File: config.mk
export PLATFORM = sky130hd
export DESIGN_NAME = qse_ctrl
export DESIGN_NICKNAME = d
export VERILOG_FILES = /design/src/qse_pkg.sv /design/src/qse_ctrl.sv
export SDC_FILE = /design/constraint.sdc
export NUM_CORES = 1
export LEC_CHECK = 0
export BUFFER_PORTS_ARGS = -buffer_cell sky130_fd_sc_hd__buf_2
export CORE_UTILIZATION = 30
export CTS_CLUSTER_DIAMETER = 30
export CTS_CLUSTER_SIZE = 14
export DETAILED_ROUTE_END_ITERATION = 8
export REMOVE_ABC_BUFFERS = 1
export SYNTH_ARGS = -nofsm -noshare
export SYNTH_HDL_FRONTEND = slang
export SYNTH_SLANG_ARGS = --single-unit
File: constraint.sdc
create_clock -name clk -period 1.6 [get_ports clk]
set_clock_uncertainty 0.1 [all_clocks]
set_input_delay 0.32 -clock clk [delete_from_list [all_inputs] [get_ports clk]]
set_output_delay 0.32 -clock clk [all_outputs]
set_load 0.02 [all_outputs]
File: src/qse_pkg.sv
// qse_pkg: shared constants, state encoding and control struct for the sort engine
// depends on nothing; used by every module of the block
package qse_pkg;

	localparam int MAX_ITEMS = 64;
	localparam int DATA_W    = 32;
	localparam int CNT_W     = $clog2(MAX_ITEMS + 1);

	typedef enum logic {
		ST_LOAD,
		ST_EMIT
	} state_t;

	typedef struct packed {
		logic ins;
		logic shift;
		logic emit_last;
		logic trunc;
	} ctrl_t;

endpackage

File: src/qse_ctrl.sv
// qse_ctrl: load and emit sequencer, item count and overflow tracking
// depends on qse_pkg for the state type, widths and control struct
module qse_ctrl (
	input  logic           clk,
	input  logic           arst_n,
	input  logic           start,
	input  logic           last,
	output logic           busy,
	output qse_pkg::ctrl_t ctrl
);

	qse_pkg::state_t           state_q, state_nxt;
	logic [qse_pkg::CNT_W-1:0] count_q;
	logic                      ovf_q;
	logic                      accept;
	logic                      full;

	assign full   = (count_q == qse_pkg::CNT_W'(qse_pkg::MAX_ITEMS));
	assign accept = start && (state_q == qse_pkg::ST_LOAD);

	always_comb begin
		state_nxt = state_q;
		case (state_q)
			qse_pkg::ST_LOAD: begin
				if (accept && last) state_nxt = qse_pkg::ST_EMIT;
			end
			qse_pkg::ST_EMIT: begin
				if (count_q == qse_pkg::CNT_W'(1)) state_nxt = qse_pkg::ST_LOAD;
			end
			default: state_nxt = qse_pkg::ST_LOAD;
		endcase
	end

	always_comb begin
		busy           = 1'b0;
		ctrl.ins       = 1'b0;
		ctrl.shift     = 1'b0;
		ctrl.emit_last = 1'b0;
		ctrl.trunc     = ovf_q;
		case (state_q)
			qse_pkg::ST_LOAD: begin
				ctrl.ins = accept && !full;
			end
			qse_pkg::ST_EMIT: begin
				busy           = 1'b1;
				ctrl.shift     = 1'b1;
				ctrl.emit_last = (count_q == qse_pkg::CNT_W'(1));
			end
			default: begin
				busy = 1'b0;
			end
		endcase
	end

	always_ff @(posedge clk or negedge arst_n) begin
		if (!arst_n) begin
			state_q <= qse_pkg::ST_LOAD;
			count_q <= '0;
			ovf_q   <= 1'b0;
		end else begin
			state_q <= state_nxt;
			case (state_q)
				qse_pkg::ST_LOAD: begin
					if (accept) begin
						if (full) ovf_q <= 1'b1;
						else      count_q <= count_q + qse_pkg::CNT_W'(1);
					end
				end
				qse_pkg::ST_EMIT: begin
					count_q <= count_q - qse_pkg::CNT_W'(1);
					if (count_q == qse_pkg::CNT_W'(1)) ovf_q <= 1'b0;
				end
				default: begin
					count_q <= '0;
				end
			endcase
		end
	end

endmodule

==> flow_summary.yaml <==
critical_path:
  cp-end-kind: "flop"
  cp_max_fo: 2
  required_ps: 1690
  critPathLaunchType: "flop"
  r2r_start: "count_q[4]$_DFFE_PN0P_"
  worstSetupPathType: "reg -> reg"
  worstPathArrival_ps: 2170
  rrSetupSlack_ps: -480
  ff2ff_path_depth: 7
  r2r_end: "count_q[6]$_DFFE_PN0P_"
synthesis:
  synth-main-ff-cell: "dfrtp_1"
  ys_warn_count: 0
  synthArstFlopShare_pct: 100.0
  synth_seq_cells: 9
  ys_seq_area_share_pct: 37.19
  syn_inst: 58
  syn_area_per_cell_sq_um: 10.44
  synth_edf_count: 0
  synth_area_sq_um: 605.6
  yosysUniqueCellTypes: 27
layout:
  drive_above_1_share_pct: 60.00
  num-fill-cells: 157
  multi_input_area_sq_um: 431.7
  diodes: 0
  layout.cells.non_filler: 115
  nNetsFinal: 99
  area_growth_pct: 61.57
  register_area_sq_um: 225.2
sta:
  maxSlewHeadroom_pct: 79.07
  period_share_pct: 130.0
  finalHoldViolCount: 0
  finalMaxSlewViolations: 0
  worst_slack_ps: -480.3
  max_freq_ghz: 0.4807
  fin_crit_ps: 2080
  tightest_slew_ps: 309.6
  tns_ps: -1946
  finalSetupViolations: 11
  rsz0062_at_grt: "yes"
detailed_routing:
  vias: 549
  ant_nets: 0
  via_per_inst: 4.774
  drt_iter0_drc: 10
  routed_wl_mm: 1.547
  first_pass_iters: 4
  drc: 0
  wl_per_cell_um: 13.45
clocking:
  clk_path_buf_depth: 2
  insertion_delay_ps: 260
  cts.sinks: 9
  cts_tree: "yes"
  cts_htree_levels: 1
  cts_buffers: 3
  cts_root_buf: "clkbuf_4"
  clk_pin_slew_ps: 70
floorplan:
  start_util_pct: 33.61
  chipWidth_um: 46.93
  core_area_sq_um: 1802
  rows: 15
  dieArea_sq_um: 2202
  dieHeight_um: 46.93
  ios: 9
global_routing:
  antenna_found_initial: 0
  first_global_vias: 530
  grt_pass1_wl_mm: 2.249
  grt_max_degree: 12
  track_usage_pct: 15.04
  overflow: 0
placed_design:
  portBuffers: 8
  place_ws_ps: -241.8
  gp_congestion: 0.7773
  dp_hpwl_um: 994.7
  dp.cells: 103
pwr:
  ir_worst_vdd_v: 0.0008858
  power_uw: 1840
  p_leak_uw: 0.0004313
  power.density_nw_per_um2: 1881
hold_path:
  hold_depth: 3
  hp-class: "in -> reg"
  min_from: "last"
  hold_end: "state_q$_DFF_PN0_"
run_status:
  violations: "negative setup slack"
  status: "finished, violations left"
run:
  maxCapViolations: 0
## area by class of cell
class                      instances  share of cell area (%)
multi-input combinational         40                   44.12
timing repair buffer              32                   24.94
sequential                         9                   23.02
tap                               25                   3.197
clock buffer                       3                   2.302
inverter                           5                   1.918
clock inverter                     1                  0.5115
## critical path, cell delays in order (launching register included)
cell	delay [ps]
dfrtp_1	400
or4b_4	570
buf_4	160
buf_6	110
buf_6	110
o32a_1	290
nor2_2	120
xor2_1	160
## sequential cells by signal, indices dropped and copies added (netlist names)
name,cells
count_q,7
ovf_q,1
state_q,1
## through the flow
stage                     instance area, sq um  utilization [%]  hold slack (ps)
final                                    978.4            54.31            251.8
after global routing                     978.4            54.31            248.6
after CTS                                885.9            49.17            244.0
after detailed placement                 765.7            42.50            93.65
after global placement                   765.7            42.50            87.55
after floorplan                          574.3                -           -75.59
## timing repair
item	4_1_cts	5_1_grt
setup endpoints to repair	11	11
pin swaps	6	5
hold buffers	1	0
gates resized for setup	14	12
setup buffers	4	4
hold endpoints to repair	9	0
## per-layer routing
metal	up-vias	wire length, um	track usage, %
met5	-	0	0
met4	0	18	6.857
met3	2	39	2.308
met2	18	802	27.22
met1	264	688	17.29
li1	265	-	-
## cell usage after synthesis (all sizes together), types with 2 or more instances
master  number  area, sq um
a21oi        2        10.01
a31oi        2        12.51
buf          4        31.27
dfrtp        9        225.2
ha           4        50.05
inv          5        18.77
mux2i        2        20.02
nand2        2        7.510
nor2         5        21.27
nor3         3        15.01
nor4b        2        23.77
o31ai        2        15.01
or3          2        15.01
xnor2        2        17.52
xor2         4        35.03
## placed cells by master (no fill, tap or decap), types with 2 or more instances in the layout
cell type / netlist / routed
ha_4: 0 / 2
nor3_1: 3 / 2
inv_1: 5 / 3
nor2_2: 1 / 3
mux2i_1: 2 / 2
buf_4: 2 / 19
dfrtp_1: 9 / 9
buf_2: 1 / 7
a31oi_1: 2 / 2
nor2_1: 4 / 2
clkbuf_4: 0 / 3
or3_4: 0 / 2
ha_1: 4 / 2
inv_2: 0 / 2
xor2_1: 4 / 4
buf_6: 1 / 5
## how the worst max path moves through the flow
| stage | from | to | slack, ps | cells past startpoint |
|---|---|---|---|---|
| 3_3_place_gp | count_q[4]$_DFFE_PN0P_ | ctrl[1] | -170 | 3 |
| 2_1_floorplan | state_q$_DFF_PN0_ | ctrl[1] | -630 | 2 |
| 6_report | count_q[4]$_DFFE_PN0P_ | count_q[6]$_DFFE_PN0P_ | -480 | 7 |
| 5_1_grt | count_q[4]$_DFFE_PN0P_ | ctrl[1] | -560 | 3 |
| 4_1_cts | count_q[4]$_DFFE_PN0P_ | ctrl[1] | -480 | 3 |
| 3_5_place_dp | count_q[4]$_DFFE_PN0P_ | ctrl[1] | -240 | 3 |
## cells by family after synthesis
kind of cell	share of synthesized area (%)
AO/OA/AOI/OAI	12.40
multiplexers	3.306
AND/OR/NAND/NOR	21.90
flip-flops	37.19
buffers and inverters	8.263
adder cells (fa/ha/maj)	8.265
XOR/XNOR	8.678
## power by group
group          leakage (uW)  switching, uW  internal, uW
clock network     0.0000177           89.0          92.3
registers          0.000106           80.7           337
logic              0.000308            588           653
total              0.000431            758          1080
Note: power is estimated with default switching activity, not from simulation.
