## config.mk

```make
export PLATFORM = sky130hd
export DESIGN_NAME = qse_cell
export DESIGN_NICKNAME = d
export VERILOG_FILES = /design/src/qse_pkg.sv /design/src/qse_cell.sv
export SDC_FILE = /design/constraint.sdc
export NUM_CORES = 1
export LEC_CHECK = 0
export BUFFER_PORTS_ARGS = -buffer_cell sky130_fd_sc_hd__buf_2
export CAP_MARGIN = 20
export CORE_MARGIN = 2
export CORE_UTILIZATION = 49
export DETAILED_ROUTE_END_ITERATION = 10
export PLACE_DENSITY = 0.87
export SLEW_MARGIN = 15
export SYNTH_ARGS = -nofsm -noshare
export SYNTH_HDL_FRONTEND = slang
export SYNTH_SLANG_ARGS = --single-unit
```

## constraint.sdc

```tcl
create_clock -name clk -period 5.2 [get_ports clk]
set_clock_uncertainty 0.15 [all_clocks]
set_input_delay 0.78 -clock clk [delete_from_list [all_inputs] [get_ports clk]]
set_output_delay 0.78 -clock clk [all_outputs]
set_load 0.01 [all_outputs]
```

## src/qse_pkg.sv

```systemverilog
// qse_pkg: shared constants, state encoding and control struct for the sort engine
// depends on nothing; used by every module of the block
package qse_pkg;

	localparam int MAX_ITEMS = 64;
	localparam int DATA_W    = 32;
	localparam int CNT_W     = $clog2(MAX_ITEMS + 1);

	typedef enum logic {
		ST_LOAD,
		ST_EMIT
	} state_t;

	typedef struct packed {
		logic ins;
		logic shift;
		logic emit_last;
		logic trunc;
	} ctrl_t;

endpackage

```

## src/qse_cell.sv

```systemverilog
// qse_cell: one slot of the sorted row, keeps its value in ascending order
// depends on qse_pkg for widths and the control struct
module qse_cell (
	input  logic                                clk,
	input  logic                                arst_n,
	input  qse_pkg::ctrl_t                      ctrl,
	input  logic signed [qse_pkg::DATA_W-1:0]   new_value,
	input  logic signed [qse_pkg::DATA_W-1:0]   prev_value,
	input  logic                                prev_valid,
	input  logic                                prev_gt,
	input  logic signed [qse_pkg::DATA_W-1:0]   next_value,
	input  logic                                next_valid,
	output logic signed [qse_pkg::DATA_W-1:0]   cell_value,
	output logic                                cell_valid,
	output logic                                gt
);

	logic signed [qse_pkg::DATA_W-1:0] value_q;
	logic                              valid_q;

	// empty slot acts as plus infinity
	assign gt         = !valid_q || (value_q > new_value);
	assign cell_value = value_q;
	assign cell_valid = valid_q;

	always_ff @(posedge clk or negedge arst_n) begin
		if (!arst_n) begin
			valid_q <= 1'b0;
		end else if (ctrl.shift) begin
			valid_q <= next_valid;
		end else if (ctrl.ins && gt) begin
			valid_q <= prev_gt ? prev_valid : 1'b1;
		end
	end

	always_ff @(posedge clk) begin
		if (ctrl.shift) begin
			value_q <= next_value;
		end else if (ctrl.ins && gt) begin
			value_q <= prev_gt ? prev_value : new_value;
		end
	end

endmodule

```

==> impl_metrics.csv, run 1 <==
group,metric,value,unit
pwr,p_int,0.0005474,W
setup_path,path_common_cell,"buf_2",
floorplanning,die-area,5746,um^2
routing,wl_met1,2542,um
clocking,hold_buffers,0,
floorplanning,row_count,26,
global_route,grt_pass1_wl,9453,um
pwr,ir_worst_vdd,0.0001852,V
routing,antenna_left,0,
place,dp_hpwl,4902,um
synthesis,post-synth-top-area-cell,"edfxtp_1",
pwr,p_leak,1.768,nW
synthesis,synth_seq_cells,33,
clocking,cts_tree,"built",
setup_path,worstSetupPathType,"primary input to output pin",
routing,top_layer,"met4",
routing,routed_wirelength,6166,um
synthesis,ys_seq_area_share,39.03,%
global_route,first_global_vias,2235,
floorplanning,core-area,5042,um^2
place,place_area,3264,um^2
layout,num-nets-final,536,
synthesis,synth_area,2526,um^2
clocking,cts_made_buffers,5,
pwr,swShare,30.26,%
setup_path,slowest_stage,"nor4_1",
synthesis,yosys_warnings,0,
clocking,post_cts_resized,0,
synthesis,synth.area.mux_share,12.68,%
setup_path,path_cells,"buf_2 -> inv_1 -> ha_1 -> nand4_2 -> nor4_1 -> o31ai_1 -> a31oi_1 -> nand2b_1 -> buf_2",
floorplanning,die_h,75.80,um
pwr,clock_power_share,25.9,%
synthesis,synth-adder-area-share,15.85,%
setup_path,startpoint_type,"primary input",
timing,setup_violations,0,
pwr,p_switching,0.0002375,W
timing,hold_viol_final,0,
timing,finalCriticalPeriod,3523,ps
synthesis,synth_nets,402,
pwr,p_seq_share,44.3,%
synthesis,synthTopCellsByArea,"edfxtp_1, ha_1, mux2i_1",
timing,worst_slew_pin_slew,988.5,ps
setup_path,critPathMaxStageDelay,460,ps
place,place_inst,462,
timing,slew_headroom,34.10,%
floorplanning,start_util,50.10,%
layout,antenna_cells,0,
pwr,power_density,234.0,nW/um^2
timing,hold_ws,111.5,ps
setup_path,r2r_cells,7,
layout,stdcell_area,3354,um^2
run_status,status,"finished, final reports clean",
routing,vias,2384,
synthesis,synth.distinct_cells,30,
pwr,comb_power_share,29.8,%
floorplanning,die_w,75.80,um
min_path,min_path_type,"primary input to asynchronous set/reset pin",
layout,n_fill_cell,398,
routing,drc,0,
setup_path,cp.arrival,2590,ps
routing,drtPass1Iterations,4,
routing,wl_met2,3128,um
global_route,grt_max_degree,69,
synthesis,synth_top_family_by_area,"adder cells",
synthesis,async_flop_share,3.030,%
global_route,gr-total-overflow,0,
setup_path,critPathRequiredTime,4270,ps
timing,drv_slew,0,
synthesis,yosysMostFrequentCell,"nand2_1",
global_route,grt_usage,21.81,%
place,io_buffers,136,
global_route,grt_antenna_before_repair,0,
routing,wl_per_cell,13.12,um
clocking,clk_path_buf_depth,2,
timing,max_freq,283.8,MHz
routing,dr_wl_met3,434,um
layout,layout-drive-gt1-share,37.00,%
clocking,htree_num_levels,2,
flow_run,maxCapViolCount,0,
synthesis,synth-compound-area-share,14.31,%
timing,tns,0,ps
floorplanning,pin_count,139,
synthesis,yosys.area_share.simple,11.59,%
synthesis,synth_cells,265,
routing,drt-initial-drc-count,105,
synthesis,synth_top_area_share,38.04,%
clocking,cts.sinks,33,
synthesis,synth_enable_flop_cells,32,
setup_path,critPathCaptureType,"output pin",
timing,fin_crit_sh,67.76,%
clocking,postCtsSetupRepairBufs,0,
place,gp_congestion,0.7236,
clocking,clkLatencyLatePin,280,ps
synthesis,synth_xor_xnor_area_share,0,%
timing,rsz0062_at_grt,"no",
synthesis,ys_top_cells_by_count,"nand2_1, o21ai_0",
routing,via_per_inst,5.072,
synthesis,syn_area_per_cell,9.533,um^2
clocking,clock-root-buffer,"clkbuf_8",
clocking,clkSlewWorstSetupHoldPaths,70,ps
layout,post-route-util,66.53,%
layout,syn_to_final_growth,32.79,%
layout,layout.cells.non_filler,470,
synthesis,synth_ff_type,"edfxtp_1",
setup_path,path_max_fanout,5,
[metal layers]
metal	vias to the layer above	GRT usage, %
met4	0	5.848
met1	1060	24.64
li1	1223	-
met2	94	40.90
met5	-	0
met3	7	4.894
[power groups by stage]
stage	clock (W)	combinational, W	sequential, W
2_1_floorplan	0	0.000120	0.000366
3_3_place_gp	0	0.000228	0.000352
3_5_place_dp	0	0.000237	0.000354
4_1_cts	0.000211	0.000238	0.000348
5_1_grt	0.000222	0.000267	0.000351
6_report	0.000203	0.000234	0.000348
[registers in the layout, indices dropped and copies added (netlist names)]
register / flops
cell_value: 32
cell_valid: 1
[area by class of cell]
class	count	area (um^2)	share of cell area (%)
inverter	32	120.1	3.581
multi-input combinational	189	1375	40.99
timing repair buffer	138	695.7	20.74
sequential	33	985.9	29.39
clock buffer	8	90.09	2.686
tap	70	87.58	2.611
[logic make-up (layout without fill, tap and decap cells)]
kind of cell             count (synthesis)  count (layout)
flip-flops                              33              33
adder cells (fa/ha/maj)                 32              32
buffers and inverters                   43             178
AND/OR/NAND/NOR                         61              61
multiplexers                            32              32
AO/OA/AOI/OAI                           64              64
[final timing paths]
kind / slack [ps] / to / startpoint
max: 1680 / gt / new_value[31]
min: 110 / cell_valid / arst_n
max reg2reg: 2210 / cell_value[2] / cell_value[31]
min reg2reg: 590 / cell_valid / cell_valid
max in group asynchronous: 4700 / cell_valid / arst_n
min in group clk: 590 / cell_valid / cell_valid
[through the flow]
stage / total power (W) / worst slack (ps)
after floorplan: 0.0004863 / 1949
after global placement: 0.0005798 / 1667
after detailed placement: 0.0005902 / 1665
after CTS: 0.0007967 / 1679
after global routing: 0.0008396 / 1446
final: 0.0007849 / 1677
[worst max-delay path, delay by kind of cell]
family | cells | cell delay [ps]
and+or+nand+nor | 3 | 770
AOI/OAI and AO/OA | 2 | 430
adders and majority gates | 1 | 360
buffers and inverters | 3 | 250
[placed cells by master, fill, tap and decap left out, types with 2 or more instances in the layout]
cell,count
edfxtp_1,32
inv_1,32
clkbuf_1,2
mux2i_1,32
nand3_1,4
nand4_2,2
buf_2,136
clkbuf_8,6
o21ai_0,35
nand2_1,38
nor2_1,2
nand2b_1,2
nand4_1,7
a21oi_1,16
buf_4,2
o211ai_1,2
a21o_1,3
nor4_1,2
ha_1,32
Note: power is estimated with default switching activity, not from simulation.
==> run 2, diff against run 1 <==
--- a/config.mk
+++ b/config.mk
@@ -8,9 +8,9 @@
 export BUFFER_PORTS_ARGS = -buffer_cell sky130_fd_sc_hd__buf_2
 export CAP_MARGIN = 20
 export CORE_MARGIN = 2
-export CORE_UTILIZATION = 49
+export CORE_UTILIZATION = 45
 export DETAILED_ROUTE_END_ITERATION = 10
-export PLACE_DENSITY = 0.87
+export PLACE_DENSITY = 0.81
 export SLEW_MARGIN = 15
 export SYNTH_ARGS = -nofsm -noshare
 export SYNTH_HDL_FRONTEND = slang
==> constraint.sdc (replaced) <==
create_clock -name clk -period 3.46 [get_ports clk]
set_clock_uncertainty 0.15 [all_clocks]
set_input_delay 0.519 -clock clk [delete_from_list [all_inputs] [get_ports clk]]
set_output_delay 0.519 -clock clk [all_outputs]
set_load 0.01 [all_outputs]
==> run 2 against run 1 <==
Against the previous run: power increased by 48%; non-clock buffer count increased by 3; final cell count increased by 1.1%; worst hold slack improved by 250 ps; first-iteration DRC count is 4.8% lower; sequential share of layout area decreased by 0.16 points; global-route usage is essentially flat; clock-buffer cell count decreased by 3; cell area grew 0.56%; via count up 2.1%; largest power group unchanged.
==> impl_metrics.csv, run 2 (synthesis gave the netlist of run 1 again) <==
group,metric,value,unit
run_status,status,"finished, final reports clean",
setup_path,worstSetupPathType,"flip-flop to output pin",
floorplanning,row_count,27,
floorplanning,core-area,5473,um^2
clocking,cts.sinks,33,
global_route,grt_max_degree,51,
layout,final_cell_mix,"buf_2, nand2_1, o21ai_0",
global_route,grt_antenna_before_repair,0,
min_path,min_path_type,"primary input to flip-flop",
pwr,p_leak,1.779,nW
timing,tns,0,ps
layout,num-nets-final,539,
setup_path,critPathCaptureType,"output pin",
clocking,cts_tree,"built",
routing,routed_wirelength,6602,um
clocking,cts_made_buffers,5,
routing,antenna_left,0,
layout,antenna_cells,0,
layout,largest_register_ffs,32,
timing,fin_crit_sh,89.61,%
routing,drt-initial-drc-count,100,
place,gp_congestion,0.7973,
place,io_buffers,136,
floorplanning,die_h,78.93,um
clocking,clkSlewWorstSetupHoldPaths,70,ps
global_route,grt_usage,21.81,%
timing,fin_ws,359.5,ps
clocking,htree_num_levels,2,
routing,via_per_inst,5.126,
setup_path,slowest_stage,"nor4_1",
setup_path,critPathMaxStageDelay,480,ps
timing,rsz0062_at_grt,"no",
layout,n_fill_cell,485,
floorplanning,die-area,6229,um^2
timing,finalCriticalPeriod,3101,ps
setup_path,path_max_fanout,5,
clocking,postCtsSetupRepairBufs,0,
layout,syn_to_final_growth,33.53,%
routing,drc,0,
layout,layout.cells.non_filler,475,
place,preCtsSetupSlack,402.2,ps
floorplanning,pin_count,139,
floorplanning,start_util,46.16,%
layout,seq_area,985.9,um^2
clocking,clock-root-buffer,"clkbuf_8",
routing,wl_per_cell,13.90,um
global_route,grt_pass1_wl,10610,um
pwr,ir_worst_vdd,0.0001782,V
setup_path,critPathRequiredTime,2790,ps
place,place_inst,466,
timing,setup_violations,0,
clocking,clkLatencyLatePin,280,ps
routing,drtPass1Iterations,4,
setup_path,worst-path-buf-inv,1,
clocking,hold_buffers,1,
flow_run,maxCapViolCount,0,
place,dp_hpwl,5362,um
floorplanning,die_w,78.93,um
setup_path,cp.arrival,2430,ps
timing,max_freq,322.5,MHz
setup_path,path_cells,"ha_1 -> nand4_2 -> nor4_1 -> o31ai_1 -> a31oi_1 -> nand2b_1 -> buf_2",
layout,final_common_cell,"buf_2",
global_route,first_global_vias,2464,
setup_path,crit_family,"simple AND/OR/NAND/NOR gates",
timing,hold_viol_final,0,
timing,worst_slew_pin_slew,763.8,ps
clocking,post_cts_resized,0,
pwr,power_density,343.7,nW/um^2
layout,multiInputGateArea,1375,um^2
setup_path,startpoint_type,"flip-flop",
clocking,clk_path_buf_depth,2,
routing,vias,2435,
layout,layout-drive-gt1-share,37.22,%
timing,slew_headroom,49.08,%
global_route,gr-total-overflow,0,
timing,drv_slew,0,
-- run 2: cell types whose count changed in the layout (fill, tap and decap cells not counted) --
| cell | previous run | this run |
|---|---|---|
| clkinv_2 | 0 | 1 |
| clkinv_1 | 0 | 2 |
| buf_4 | 2 | 4 |
| clkbuf_1 | 2 | 0 |
| clkbuf_8 | 6 | 5 |
| dlygate4sd3_1 | 0 | 1 |
-- run 2: area by class of cell --
type,count,share of cell area (%)
Clock buffer,5,2.040
Clock inverter,3,0.3709
Inverter,32,3.561
Multi-Input combinational cell,189,40.76
Sequential cell,33,29.23
Tap cell,72,2.671
Timing Repair Buffer,141,21.36
-- run 2: power breakdown --
| group | total (W) | switching, W | internal, W |
|---|---|---|---|
| Sequential | 0.000521 | 0.0000248 | 0.000496 |
| Clock | 0.000275 | 0.000140 | 0.000135 |
| Combinational | 0.000363 | 0.000196 | 0.000167 |
-- run 2: layer usage --
metal / vias to the layer above / track usage (%) / part of all wire [%]
met4: 0 / 8.448 / 2.5
met2: 103 / 42.05 / 51
li1: 1234 / - / -
met1: 1080 / 23.29 / 40
met5: - / 0 / 0
met3: 18 / 4.091 / 6.5
-- run 2: final timing paths --
| kind | startpoint | to | slack (ps) | cells after the start |
|---|---|---|---|---|
| setup / recovery | cell_value[31] | gt | 360 | 7 |
| max in group asynchronous | arst_n | cell_valid | 2670 | 2 |
| setup reg to reg | cell_value[19] | cell_value[13] | 780 | 8 |
| min in group asynchronous | arst_n | cell_valid | 400 | 2 |
| hold reg to reg | cell_valid | cell_valid | 650 | 4 |
| hold / removal | next_value[17] | cell_value[17] | 360 | 3 |
-- run 2: stage by stage --
step	hold slack (ps)	cell area [um^2]	power, W	util [%]
6_report	361.9	3373	0.001159	61.64
3_3_place_gp	144.3	3282	0.0008729	59.97
4_1_cts	353.7	3373	0.001174	61.64
2_1_floorplan	73.41	2526	0.0007308	-
3_5_place_dp	147.5	3282	0.0008950	59.97
5_1_grt	369.7	3373	0.001239	61.64
-- run 2: worst register-to-register path: stages, from the launching register on --
cell      delay [ps]
edfxtp_1         390
ha_1             330
a21oi_1          150
o21ai_0          170
a221o_1          380
a211oi_2         280
nand4_1          120
a31o_1           240
buf_4            220
==> run 3, diff against run 2 <==
--- a/config.mk
+++ b/config.mk
@@ -7,10 +7,11 @@
 export LEC_CHECK = 0
 export BUFFER_PORTS_ARGS = -buffer_cell sky130_fd_sc_hd__buf_2
 export CAP_MARGIN = 20
+export CORE_ASPECT_RATIO = 1.4
 export CORE_MARGIN = 2
 export CORE_UTILIZATION = 45
 export DETAILED_ROUTE_END_ITERATION = 10
-export PLACE_DENSITY = 0.81
+export PLACE_DENSITY_LB_ADDON = 0.08
 export SLEW_MARGIN = 15
 export SYNTH_ARGS = -nofsm -noshare
 export SYNTH_HDL_FRONTEND = slang
==> run 3 against run 2 <==
Against the previous run: worst hold slack worse by 3.4 ps; sequential cell count unchanged; die area grew 0.13%; fmax increased by 3.2%; first-iteration DRC count down 42%; largest power group unchanged; critical path depth is the same; utilization decreased by 0.072 points; non-clock buffer count unchanged; via count fell by 1.1%; sequential power about the same; clock power grew 9.1%; final cell count shrank 0.84%.
==> impl_metrics.csv, run 3 (synthesis gave the netlist of run 1 again) <==
group,metric,value,unit
clocking,clkSlewWorstSetupHoldPaths,70,ps
clocking,clk_path_buf_depth,2,
floorplanning,row_count,32,
routing,drt-initial-drc-count,58,
setup_path,critPathMaxStageDelay,420,ps
setup_path,reg2reg_from,"cell_value[31]",
floorplanning,die_h,92.65,um
global_route,grt_max_degree,39,
clocking,cts_tree,"built",
setup_path,crit_family,"simple AND/OR/NAND/NOR gates",
setup_path,crit_cells,7,
layout,final_cell_mix,"buf_2, nand2_1, o21ai_0",
floorplanning,core-area,5485,um^2
setup_path,path_cells,"ha_1 -> nand4_2 -> nor4_1 -> o31ai_1 -> a31oi_1 -> nand2b_1 -> buf_2",
timing,tns,0,ps
layout,syn_to_final_growth,33.68,%
setup_path,critPathCaptureType,"output pin",
min_path,min_path_type,"primary input to flip-flop",
clocking,clock-root-buffer,"clkbuf_8",
setup_path,critPathRequiredTime,2790,ps
global_route,grt_usage,20.73,%
run_status,status,"finished, final reports clean",
floorplanning,start_util,46.05,%
setup_path,startpoint_type,"flip-flop",
global_route,first_global_vias,2383,
setup_path,rr_endpoint,"cell_value[11]",
global_route,grt_antenna_before_repair,0,
floorplanning,die-area,6237,um^2
timing,hold_viol_final,0,
clocking,post_cts_resized,0,
clocking,cts_made_buffers,5,
timing,setup_violations,0,
setup_path,endpoint,"gt",
place,gp_congestion,0.7811,
layout,antenna_cells,0,
min_path,min_delay_path_depth,3,
pwr,p_leak,1.781,nW
routing,drtPass1Iterations,4,
timing,slew_headroom,47.18,%
layout,post-route-util,61.56,%
global_route,grt_pass1_wl,9873,um
timing,drv_slew,0,
setup_path,worstSetupPathType,"flip-flop to output pin",
pwr,ir_worst_vdd,0.0002380,V
setup_path,slowest_stage,"nor4_1",
setup_path,path_max_fanout,5,
timing,worst_slew_pin_slew,792.3,ps
place,preCtsSetupSlack,451.1,ps
layout,n_fill_cell,502,
timing,finalCriticalPeriod,3003,ps
timing,fin_ws,456.9,ps
clocking,clkLatencyLatePin,280,ps
floorplanning,die_w,67.32,um
pwr,power_density,347.7,nW/um^2
clocking,cts.sinks,33,
clocking,htree_num_levels,2,
timing,max_freq,333.0,MHz
setup_path,setup.worst_path.start,"cell_value[31]",
routing,antenna_left,0,
place,io_buffers,136,
setup_path,worst-path-buf-inv,1,
layout,largest_register_ffs,32,
layout,num-nets-final,539,
timing,rsz0062_at_grt,"no",
setup_path,r2r_cells,7,
layout,final_common_cell,"buf_2",
layout,layout-drive-gt1-share,37.22,%
layout,layout.cells.non_filler,471,
place,place_inst,462,
floorplanning,pin_count,139,
routing,via_per_inst,5.113,
routing,wl_per_cell,12.90,um
place,dp_hpwl,4927,um
routing,vias,2408,
global_route,gr-total-overflow,0,
setup_path,r2r_setup_slack,780,ps
flow_run,maxCapViolCount,0,
routing,drc,0,
timing,fin_crit_sh,86.80,%
routing,routed_wirelength,6074,um
setup_path,cp.arrival,2330,ps
==> run 3: changes by cell type in the layout (fill, tap and decap cells not counted), sizes merged <==
cell | previous run | this run
clkbuf | 5 | 8
clkinv | 3 | 0
==> run 3: metal layers <==
metal | part of all wire (%) | vias up | track usage (%)
met4 | 1.1 | 0 | 6.463
met5 | 0 | - | 0
met2 | 54 | 87 | 39.03
li1 | - | 1229 | -
met1 | 38 | 1086 | 21.45
met3 | 7.0 | 6 | 5.468
==> run 3: where the power goes <==
group	internal (W)	total (W)	switching [W]
clock network	0.000162	0.000300	0.000138
registers	0.000496	0.000520	0.0000235
logic	0.000166	0.000354	0.000189
==> run 3: metrics by stage <==
stage	hold slack [ps]	area, um^2	total power (W)
2_1_floorplan	73.41	2526	0.0007308
3_3_place_gp	145.3	3277	0.0008785
3_5_place_dp	146.8	3277	0.0008867
4_1_cts	356.0	3377	0.001191
5_1_grt	370.7	3377	0.001253
6_report	358.5	3377	0.001174
==> run 3: repair_timing <==
item                       in CTS  in global routing
setup endpoints to repair       0                  0
hold endpoints to repair        1                  0
buffers inserted                0                  0
hold buffers                    1                  0
==> run 3: layout make-up <==
| class | count | area (um^2) | share of cell area (%) |
|---|---|---|---|
| Multi-Input combinational cell | 189 | 1375 | 40.72 |
| Sequential cell | 33 | 985.9 | 29.20 |
| Timing Repair Buffer | 141 | 720.7 | 21.34 |
| Inverter | 32 | 120.1 | 3.557 |
| Clock buffer | 8 | 90.09 | 2.668 |
| Tap cell | 68 | 85.08 | 2.519 |
==> run 3: worst min path at each step <==
stage              startpoint              to  slack, ps
4_1_cts        next_value[29]  cell_value[29]        360
3_3_place_gp           arst_n      cell_valid        150
3_5_place_dp           arst_n      cell_valid        150
6_report           next_valid      cell_valid        360
2_1_floorplan          arst_n      cell_valid         70
5_1_grt        next_value[17]  cell_value[17]        370
==> run 3: tightest hold or removal path, stage by stage <==
cell and delay (ps):
buf_2 70, a21oi_1 50, a21oi_1 100
